## config.mk

```make
export PLATFORM = sky130hd
export DESIGN_NAME = typed_value_byte_serializer_top_flat
export DESIGN_NICKNAME = d
export VERILOG_FILES = /design/src/design/tvbs_pkg.sv /design/src/design/tvbs_in_if.sv /design/src/design/tvbs_out_if.sv /design/src/design/tvbs_encoder.sv /design/src/design/tvbs_emitter.sv /design/src/design/typed_value_byte_serializer_top.sv /design/src/flat_wrapper.sv
export SDC_FILE = /design/constraint.sdc
export NUM_CORES = 1
export LEC_CHECK = 0
export BUFFER_PORTS_ARGS = -buffer_cell sky130_fd_sc_hd__buf_2
export CAP_MARGIN = 10
export CORE_MARGIN = 2
export CORE_UTILIZATION = 25
export CTS_BUF_LIST = sky130_fd_sc_hd__clkbuf_16
export DETAILED_ROUTE_END_ITERATION = 6
export GPL_TIMING_DRIVEN = 0
export SLEW_MARGIN = 15
export SYNTH_ARGS = -nofsm -noshare
export SYNTH_HDL_FRONTEND = slang
export SYNTH_HIERARCHICAL = 1
export SYNTH_SLANG_ARGS = --single-unit
```

## constraint.sdc

```tcl
create_clock -name clk -period 7.3 [get_ports clk]
set_input_delay 0.365 -clock clk [delete_from_list [all_inputs] [get_ports clk]]
set_output_delay 0.365 -clock clk [all_outputs]
set_load 0.01 [all_outputs]
```

## src/design/tvbs_pkg.sv

```systemverilog
// Shared codes, limits and types for the typed value byte serializer.
`default_nettype none

package tvbs_pkg;

  localparam int unsigned CMD_W   = 3;
  localparam int unsigned VALUE_W = 32;
  localparam int unsigned BYTE_W  = 8;
  localparam int unsigned COUNT_W = 3;

  localparam logic [CMD_W-1:0] CMD_RAW   = 3'd0;
  localparam logic [CMD_W-1:0] CMD_INT32 = 3'd1;
  localparam logic [CMD_W-1:0] CMD_POS1  = 3'd2;
  localparam logic [CMD_W-1:0] CMD_POS2  = 3'd3;
  localparam logic [CMD_W-1:0] CMD_POS3  = 3'd4;
  localparam logic [CMD_W-1:0] CMD_BOOL  = 3'd5;
  localparam logic [CMD_W-1:0] CMD_BIT   = 3'd6;
  // unused code: sends nothing and leaves the bit accumulator alone
  localparam logic [CMD_W-1:0] CMD_NONE  = 3'd7;

  localparam logic [VALUE_W-1:0] POS1_LIMIT = 32'd128;
  localparam logic [VALUE_W-1:0] POS2_LIMIT = 32'd32768;
  localparam logic [VALUE_W-1:0] POS3_LIMIT = 32'd8388608;
  localparam logic [VALUE_W-1:0] OVERSIZE_MARK = 32'h8000_0000;
  localparam logic [BYTE_W-1:0]  BIT_MSB    = 8'h80;
  localparam logic [BYTE_W-1:0]  TRUE_BYTE  = 8'h01;

  // Encoded job: bytes left-aligned in word, count of bytes to send
  typedef struct packed {
    logic [VALUE_W-1:0] word;
    logic [COUNT_W-1:0] count;
  } enc_t;

endpackage

`default_nettype wire

```

## src/design/tvbs_in_if.sv

```systemverilog
// Input channel: one typed value per beat.
`default_nettype none

interface tvbs_in_if;
  import tvbs_pkg::*;

  logic                      valid;
  logic                      ready;
  logic [CMD_W-1:0]          command;
  logic signed [VALUE_W-1:0] value;
  logic                      end_of_bits;

  modport source (output valid, output command, output value, output end_of_bits,
                  input ready);
  modport sink   (input valid, input command, input value, input end_of_bits,
                  output ready);
endinterface

`default_nettype wire

```

## src/design/tvbs_out_if.sv

```systemverilog
// Output channel: one serialized byte per beat.
`default_nettype none

interface tvbs_out_if;
  import tvbs_pkg::*;

  logic              valid;
  logic              ready;
  logic [BYTE_W-1:0] out_byte;
  logic              last;

  modport source (output valid, output out_byte, output last, input ready);
  modport sink   (input valid, input out_byte, input last, output ready);
endinterface

`default_nettype wire

```

## src/design/tvbs_encoder.sv

```systemverilog
// Value encoder with the packed-bit accumulator.
`default_nettype none

module tvbs_encoder
  import tvbs_pkg::*;
(
  input  wire logic                      clk,
  input  wire logic                      rst,
  input  wire logic                      accept,
  input  wire logic [CMD_W-1:0]          command,
  input  wire logic signed [VALUE_W-1:0] value,
  input  wire logic                      end_of_bits,
  output enc_t                           enc
);

  logic [BYTE_W-1:0]  pending_bits, pending_bits_next;
  logic [COUNT_W-1:0] bit_count, bit_count_next;
  logic [VALUE_W-1:0] u;
  logic               nonzero;
  logic               not_pos;
  logic [BYTE_W-1:0]  bits_new;

  assign u        = value;
  assign nonzero  = (u != '0);
  assign not_pos  = u[VALUE_W-1] || !nonzero;
  assign bits_new = pending_bits | (nonzero ? (BIT_MSB >> bit_count) : '0);

  always_comb begin
    enc.word          = '0;
    enc.count         = '0;
    pending_bits_next = pending_bits;
    bit_count_next    = bit_count;
    case (command)
      CMD_RAW: begin
        enc.word  = {u[BYTE_W-1:0], {(VALUE_W-BYTE_W){1'b0}}};
        enc.count = 3'd1;
      end
      CMD_INT32: begin
        enc.word  = u;
        enc.count = 3'd4;
      end
      CMD_POS1: begin
        if (not_pos) begin
          enc.count = 3'd1;
        end else if (u < POS1_LIMIT) begin
          enc.word  = u << 24;
          enc.count = 3'd1;
        end else begin
          enc.word  = u | OVERSIZE_MARK;
          enc.count = 3'd4;
        end
      end
      CMD_POS2: begin
        if (not_pos) begin
          enc.count = 3'd2;
        end else if (u < POS2_LIMIT) begin
          enc.word  = u << 16;
          enc.count = 3'd2;
        end else begin
          enc.word  = u | OVERSIZE_MARK;
          enc.count = 3'd4;
        end
      end
      CMD_POS3: begin
        if (not_pos) begin
          enc.count = 3'd3;
        end else if (u < POS3_LIMIT) begin
          enc.word  = u << 8;
          enc.count = 3'd3;
        end else begin
          enc.word  = u | OVERSIZE_MARK;
          enc.count = 3'd4;
        end
      end
      CMD_BOOL: begin
        enc.word  = {(nonzero ? TRUE_BYTE : '0), {(VALUE_W-BYTE_W){1'b0}}};
        enc.count = 3'd1;
      end
      CMD_BIT: begin
        // flush on the eighth bit or on end of array, else keep collecting
        if (bit_count == 3'd7 || end_of_bits) begin
          enc.word          = {bits_new, {(VALUE_W-BYTE_W){1'b0}}};
          enc.count         = 3'd1;
          pending_bits_next = '0;
          bit_count_next    = '0;
        end else begin
          pending_bits_next = bits_new;
          bit_count_next    = bit_count + 3'd1;
        end
      end
      default: begin
        enc.count = '0;
      end
    endcase
  end

  always_ff @(posedge clk) begin
    if (rst) begin
      pending_bits <= '0;
      bit_count    <= '0;
    end else if (accept) begin
      pending_bits <= pending_bits_next;
      bit_count    <= bit_count_next;
    end
  end

endmodule

`default_nettype wire

```

## src/design/tvbs_emitter.sv

```systemverilog
// Job register and output byte register: sends one byte per beat.
`default_nettype none

module tvbs_emitter
  import tvbs_pkg::*;
(
  input  wire logic   clk,
  input  wire logic   rst,
  input  wire logic   accept,
  input  wire enc_t   enc,
  output logic        ready,
  tvbs_out_if.source  out_ch
);

  logic [VALUE_W-1:0] word;
  logic [COUNT_W-1:0] cnt;
  logic               ovalid;
  logic [BYTE_W-1:0]  obyte;
  logic               olast;
  logic               move;

  // advance a byte whenever the output register is free or draining
  assign move  = (cnt != '0) && (!ovalid || out_ch.ready);
  assign ready = (cnt == '0) || (cnt == 3'd1 && move);

  assign out_ch.valid    = ovalid;
  assign out_ch.out_byte = obyte;
  assign out_ch.last     = olast;

  always_ff @(posedge clk) begin
    if (rst) begin
      cnt    <= '0;
      ovalid <= 1'b0;
    end else begin
      if (accept) begin
        cnt <= enc.count;
      end else if (move) begin
        cnt <= cnt - 3'd1;
      end
      if (move) begin
        ovalid <= 1'b1;
      end else if (out_ch.ready) begin
        ovalid <= 1'b0;
      end
    end
  end

  always_ff @(posedge clk) begin
    if (accept) begin
      word <= enc.word;
    end else if (move) begin
      word <= {word[VALUE_W-BYTE_W-1:0], {BYTE_W{1'b0}}};
    end
    if (move) begin
      obyte <= word[VALUE_W-1 -: BYTE_W];
      olast <= (cnt == 3'd1);
    end
  end

`ifndef SYNTH
  a_no_accept_busy: assert property (@(posedge clk) disable iff (rst)
    (cnt > 3'd1) |-> !ready)
    else $error("input taken while job has bytes left");

  a_move_shows: assert property (@(posedge clk) disable iff (rst)
    move |=> ovalid)
    else $error("byte moved but output not valid");

  a_count_down: assert property (@(posedge clk) disable iff (rst)
    (move && !accept) |=> (cnt == $past(cnt) - 3'd1))
    else $error("job count did not advance");

  a_count_range: assert property (@(posedge clk) disable iff (rst)
    (cnt <= 3'd4))
    else $error("job count out of range");
`endif

endmodule

`default_nettype wire

```

## src/design/typed_value_byte_serializer_top.sv

```systemverilog
// Top level of the typed value byte serializer.
`default_nettype none

// Each input beat carries a command, a 32-bit value and an end-of-bits flag; the block sends
// the value's bytes most significant first, one output beat per byte, with last set on the
// final byte of the item. An item sends as many bytes as its kind gives: 1 for raw, boolean,
// packed-bit flush and small positive integers, 2 to 4 for the wider kinds, 4 for int32 and
// for oversize positive integers; a packed bit that does not complete a byte, and an unused
// command, send nothing. Bytes leave through the single byte-wide output register; a new item
// is taken in the same cycle as the last byte of the previous one moves to the output register,
// so while the receiver does not stall, items follow with no gap.

module typed_value_byte_serializer_top
  import tvbs_pkg::*;
(
  input wire logic  clk,
  input wire logic  rst,
  tvbs_in_if.sink   in_ch,
  tvbs_out_if.source out_ch
);

  enc_t enc;
  logic ready;
  logic accept;

  assign in_ch.ready = ready;
  assign accept      = in_ch.valid && ready;

  tvbs_encoder u_encoder (
    .clk         (clk),
    .rst         (rst),
    .accept      (accept),
    .command     (in_ch.command),
    .value       (in_ch.value),
    .end_of_bits (in_ch.end_of_bits),
    .enc         (enc)
  );

  tvbs_emitter u_emitter (
    .clk    (clk),
    .rst    (rst),
    .accept (accept),
    .enc    (enc),
    .ready  (ready),
    .out_ch (out_ch)
  );

endmodule

`default_nettype wire

```

## src/flat_wrapper.sv

```systemverilog
// flat-port wrapper written by rule: the top's interface ports become plain ports
module typed_value_byte_serializer_top_flat import tvbs_pkg::*;
  (clk, rst, in_ch_valid, in_ch_command, in_ch_value, in_ch_end_of_bits, in_ch_ready, out_ch_valid, out_ch_out_byte, out_ch_last, out_ch_ready);
  tvbs_in_if in_ch_i ();
  tvbs_out_if out_ch_i ();
  input wire logic clk;
  input wire logic rst;
  input wire logic [$bits(in_ch_i.valid)-1:0] in_ch_valid;
  input wire logic [$bits(in_ch_i.command)-1:0] in_ch_command;
  input wire logic [$bits(in_ch_i.value)-1:0] in_ch_value;
  input wire logic [$bits(in_ch_i.end_of_bits)-1:0] in_ch_end_of_bits;
  output wire logic [$bits(in_ch_i.ready)-1:0] in_ch_ready;
  output wire logic [$bits(out_ch_i.valid)-1:0] out_ch_valid;
  output wire logic [$bits(out_ch_i.out_byte)-1:0] out_ch_out_byte;
  output wire logic [$bits(out_ch_i.last)-1:0] out_ch_last;
  input wire logic [$bits(out_ch_i.ready)-1:0] out_ch_ready;
  assign in_ch_i.valid = in_ch_valid;
  assign in_ch_i.command = in_ch_command;
  assign in_ch_i.value = in_ch_value;
  assign in_ch_i.end_of_bits = in_ch_end_of_bits;
  assign in_ch_ready = in_ch_i.ready;
  assign out_ch_valid = out_ch_i.valid;
  assign out_ch_out_byte = out_ch_i.out_byte;
  assign out_ch_last = out_ch_i.last;
  assign out_ch_i.ready = out_ch_ready;
  typed_value_byte_serializer_top u_core (.clk(clk), .rst(rst), .in_ch(in_ch_i), .out_ch(out_ch_i));
endmodule
```

Word level (Yosys, flattened, before mapping) --
Cells that the tools add are included.
Cells by class: $lt $le $gt $ge 3, reductions and logical operators 17, shift-type cells 1, $add $sub $neg 2, multiplexer cells 22, equality and inequality tests 8, bitwise logic cells 1
Operator list (number):
- $pmux 32 s7 | 1
- $mux 32 | 5
- $mux 35 | 4
- $lt 32x16->1 const B | 1
- $lt 32x24->1 const B | 1
- $lt 32x8->1 const B | 1
- $reduce_bool 32->1 | 1
- $mux 3 | 6
- $pmux 3 s6 | 1
- $mux 8 | 2
- $eq 3x3->1 const B | 4
- $or 8x8->8 | 1
- $shr 8x3->8 const A | 1
- $eq 3x1->1 const B | 2
- $eq 3x2->1 const B | 2
- $logic_not 3->1 | 2
- $logic_or 1x1->1 | 4
- $reduce_bool 2->1 | 2
- $add 3x1->3 const B | 1
- $logic_and 1x1->1 | 3
- $mux 1 | 3
- $reduce_bool 3->1 | 1
- $sub 3x1->3 const B | 1
- $logic_not 1->1 | 2
- 2 further kinds | 2
Word-level totals: register bits after elaboration 56, output and inout bits 11, word-level logic and storage cells 61, input bits 40

Logic depth before layout (Yosys ltp) --
depth in word-level cells 7, depth in mapped cells 10, mapped depth without buffers 9

Modules after synthesis --
Netlist, hierarchy kept.
Modules (own cells, without submodules):
- tvbs_emitter | times used 1, area each 1841.8 um^2, seq. area each 1311.3 um^2, cells each 111
- tvbs_encoder | times used 1, area each 1767.9 um^2, seq. area each 220.2 um^2, cells each 234
- typed_value_byte_serializer_top | times used 1, area each 6.3 um^2, seq. area each 0.0 um^2, cells each 1

Worst setup path after synthesis --
OpenSTA, ideal clock, no wires.
path type flip-flop to flip-flop, from register u_core.u_emitter.cnt[0], to register u_core.u_emitter.word[0], enable pin, arrival time 3089 ps, stages on the path, launching flop included 5, slack 3746 ps, path buffers 0, clock period less this slack 3554 ps, data required time 6834 ps, library setup time 466 ps, cell sequence dfxtp_1 -> inv_1 -> ha_1 -> and2b_1 -> o21ai_0
Between the ends: cells in the longest elaborated chain, start to end 6, elaborated cells on any way between the ends 8, those cells by class eq/ne: 1; reduce/logical: 7
Ends and longest elaborated chain:
- from (decl) | RTL line tvbs_emitter.sv:16 | logic [COUNT_W-1:0] cnt;
- from (signal assigned) | RTL line tvbs_emitter.sv:36 | cnt <= enc.count;
- from (signal assigned) | RTL line tvbs_emitter.sv:38 | cnt <= cnt - 3'd1;
- $reduce_bool 3->1 | RTL line tvbs_emitter.sv:23 | assign move = (cnt != '0) && (!ovalid || out_ch.ready);
- $logic_and 1x1->1 | RTL line tvbs_emitter.sv:23
- $logic_and 1x1->1 | RTL line tvbs_emitter.sv:24 | assign ready = (cnt == '0) || (cnt == 3'd1 && move);
- $logic_or 1x1->1 | RTL line tvbs_emitter.sv:24
- $logic_and 1x1->1 | RTL line typed_value_byte_serializer_top.sv:27 | assign accept = in_ch.valid && ready;
- $reduce_bool 2->1 (no line) *
- to (signal assigned) | RTL line tvbs_emitter.sv:50 | word <= enc.word;
- to (signal assigned) | RTL line tvbs_emitter.sv:52 | word <= {word[VALUE_W-BYTE_W-1:0], {BYTE_W{1'b0}}};
- to (decl) | RTL line tvbs_emitter.sv:15 | logic [VALUE_W-1:0] word;
Every way passes the cells marked *; elsewhere a longest branch is shown, timed or not. A chain may end at the register's enable or synchronous reset.

==> impl_metrics.toml <==
[status]
outcome = "finished, final reports clean"

[worst_setup_path]
cp.arrival_ns = 2.95
critPathSlowestCell = "nor4_2"
path_class = "input port to flop"
path_buf_inv = 3
critPathRequiredTime_ns = 7.35
startpoint_type = "input port"
worstPathMaxFanout = 10
endpoint_kind = "flop"
cp_common_cell = "buf_2"
cp_top_family = "simple AND/OR/NAND/NOR gates"
cp_cell_sequence = "buf_2 -> nor4_2 -> and4_1 -> buf_4 -> a311oi_2 -> nand2b_4 -> buf_2 -> a21o_1 -> mux2_2"
max_stage_delay_ns = 0.78

[sta]
period_needed_ns = 2.899
slew_viol_final = 0
rsz0062_at_grt = "no"
tightestPinTransition_ns = 0.9543
fin_crit_sh_pct = 39.72
slew_headroom_pct = 36.14
hold_violations = 0
fmax_mhz = 344.9
setup-violations-final = 0
fin_skew_ns = 0.004324
fin_setup_tns_ns = 0

[route]
drc = 0
wl_per_cell_um = 18.95
drt-initial-drc-count = 291
vias = 3113
drtPass1Iterations = 5
wl_um = 11030
drtAntennaViolNets = 0
viasPerCell = 5.349

[floorplan]
rows = 43
io_pins = 51
die_w_um = 124.3
initial_core_util_pct = 25.85
dieArea_um2 = 15440
die_h_um = 124.3
core_um2 = 13990

[finish]
final_common_cell = "buf_2"
final_cell_mix = "buf_2 (55), edfxtp_1 (41), mux2_2 (24)"
fin_nets = 450
fillers = 1467
drive_gt1_share_pct = 27.61
register_area_um2 = 1531
antenna_cells = 0
syn2layout_area_growth_pct = 17.68
multi_input_area_um2 = 1921

[synthesis]
avgSynthCellArea_um2 = 10.45
yosysTopAreaCell = "edfxtp_1"
yosys_warnings = 6
syn_inst = 346
ys_types = 66
ys_seq_elements = 56
synthTopCellsByArea = "edfxtp_1 (34%), dfxtp_1 (8.3%), mux2_2 (7.5%)"
synth-async-reset-ratio_pct = 0
syn_area_um2 = 3616
synth-seq-area-share_pct = 42.35
yosysTopAreaCellShare_pct = 34.05
synth_edf_count = 41
syn-num-nets = 395
synthFlopType = "edfxtp_1"

[grt]
grt_pass1_wl_um = 17310
grt_pass1_vias = 3011
grt_use_total_pct = 14.23
antenna_found_initial = 0
grt.overflow.total = 0
grt_max_degree = 27

[pwr]
clockPowerShare_pct = 18.2
power.density_nw_per_um2 = 306.8
p_sw_uw = 432.1
switching_share_pct = 33.10
power.leakage_uw = 0.001616
ir_drop_mv = 0.1411
internal_power_uw = 873.3
combPwrFrac_pct = 37.1
seqPwrFrac_pct = 44.7
power_uw = 1305

[cts]
h-tree-depth = 2
clkLatencyLatePin_ns = 0.30
cts_inserted_buffers = 5
cts_tree = "done"
root_buffer = "clkbuf_16"
post_cts_resized = 0
clkSlewWorstSetupHoldPaths_ns = 0.07
post_cts_buffers = 0
cts.sinks = 56
holdBufCountCts = 0
clk_path_buf_depth = 2

[run]
cap_violations = 0

[place]
portBuffers = 47
place_congestion = 0.9616
post-dp-hpwl_um = 8459

[worst_hold_path]
min_path_type = "input port to flop"
layout make-up:
class | count | area share, %
timing repair buffer | 48 | 6.175
sequential | 56 | 35.99
tap | 180 | 5.293
multi-input combinational | 255 | 45.13
clock inverter | 3 | 0.3528
buffer | 24 | 3.146
clock buffer | 5 | 2.940
inverter | 11 | 0.9703
worst register-to-register path, delay by kind of cell (launching register included):
family	cells	cell delay, ns
fa+ha+maj	2	0.45
compound gates	1	0.34
flops	1	0.35
simple gates	3	0.65
buf+inv	2	0.51
mux	1	0.30
flip-flops by register name, summed over array words and instances (netlist names):
signal,flops
u_core/u_emitter/out_ch.valid,1
u_core/u_emitter/cnt,3
u_core/u_emitter/out_ch.out_byte,8
u_core/u_emitter/out_ch.last,1
u_core/u_encoder/bit_count,3
u_core/u_encoder/pending_bits,8
u_core/u_emitter/word,32
cells in the mapped netlist, drive strengths merged (3+ instances only):
cell and instances:
nand3 13, a31oi 9, nor2b 12, a221oi 3, nand2 12, nand2b 3
nor3 10, nand4 12, ha 9, or3 3, nor2 13, or4 4
clkbuf 10, and3 7, a311oi 3, and2 21, o2bb2ai 3, nor4 9
a21oi 15, inv 11, dfxtp 15, buf 14, edfxtp 41, a22o 16
a22oi 4, a21o 7, mux2 24, o21ai 12
logic make-up (layout without fill, tap and decap cells):
family | Yosys count | after routing | synth area share [%]
AND/OR/NAND/NOR | 129 | 129 | 22.98
multiplexers | 25 | 25 | 7.751
flip-flops | 56 | 56 | 42.35
buffers and inverters | 35 | 91 | 4.844
AO/OA/AOI/OAI | 92 | 92 | 18.96
adder cells (fa/ha/maj) | 9 | 9 | 3.114
worst paths after layout:
| kind | startpoint | slack (ns) | depth (start not counted) | to |
|---|---|---|---|---|
| max | in_ch_value[15] | 4.40 | 9 | u_core/u_emitter/word[22]$_DFFE_PP_ |
| min | rst | 0.37 | 2 | u_core/u_encoder/bit_count[0]$_SDFFE_PP0P_ |
| max reg2reg | u_core/u_encoder/bit_count[0]$_SDFFE_PP0P_ | 4.46 | 9 | u_core/u_emitter/word[31]$_DFFE_PP_ |
| min reg2reg | u_core/u_emitter/word[27]$_DFFE_PP_ | 0.42 | 0 | u_core/u_emitter/out_ch.out_byte[3]$_DFFE_PP_ |
power by group through the flow:
stage,clock network (uW),registers (uW),logic (uW)
after floorplan,0,611,283
after global placement,0,607,435
after detailed placement,0,593,489
after CTS,242,586,491
after global routing,252,597,531
final,238,583,484
per-layer routing:
layer / up-vias / global-route usage [%] / routed length, um / share of wire [%]
li1: 1458 / - / - / -
met1: 1505 / 20.61 / 5247 / 48
met2: 139 / 21.57 / 4920 / 45
met3: 11 / 2.491 / 702 / 6.4
met4: 0 / 4.362 / 161 / 1.5
met5: - / 0 / 0 / 0
through the flow:
| stage | hold WS [ns] | util, % | worst slack [ns] | cell area [um2] | instances |
|---|---|---|---|---|---|
| after floorplan | 0.4003 | - | 3.746 | 3616 | 346 |
| after global placement | 0.4024 | 29.14 | 2.665 | 4076 | 573 |
| after detailed placement | 0.4054 | 29.42 | 4.182 | 4115 | 574 |
| after CTS | 0.3720 | 30.42 | 4.485 | 4255 | 582 |
| after global routing | 0.3825 | 30.42 | 4.265 | 4255 | 582 |
| final | 0.3710 | 30.42 | 4.401 | 4255 | 582 |
(Power assumes the default switching activity.)
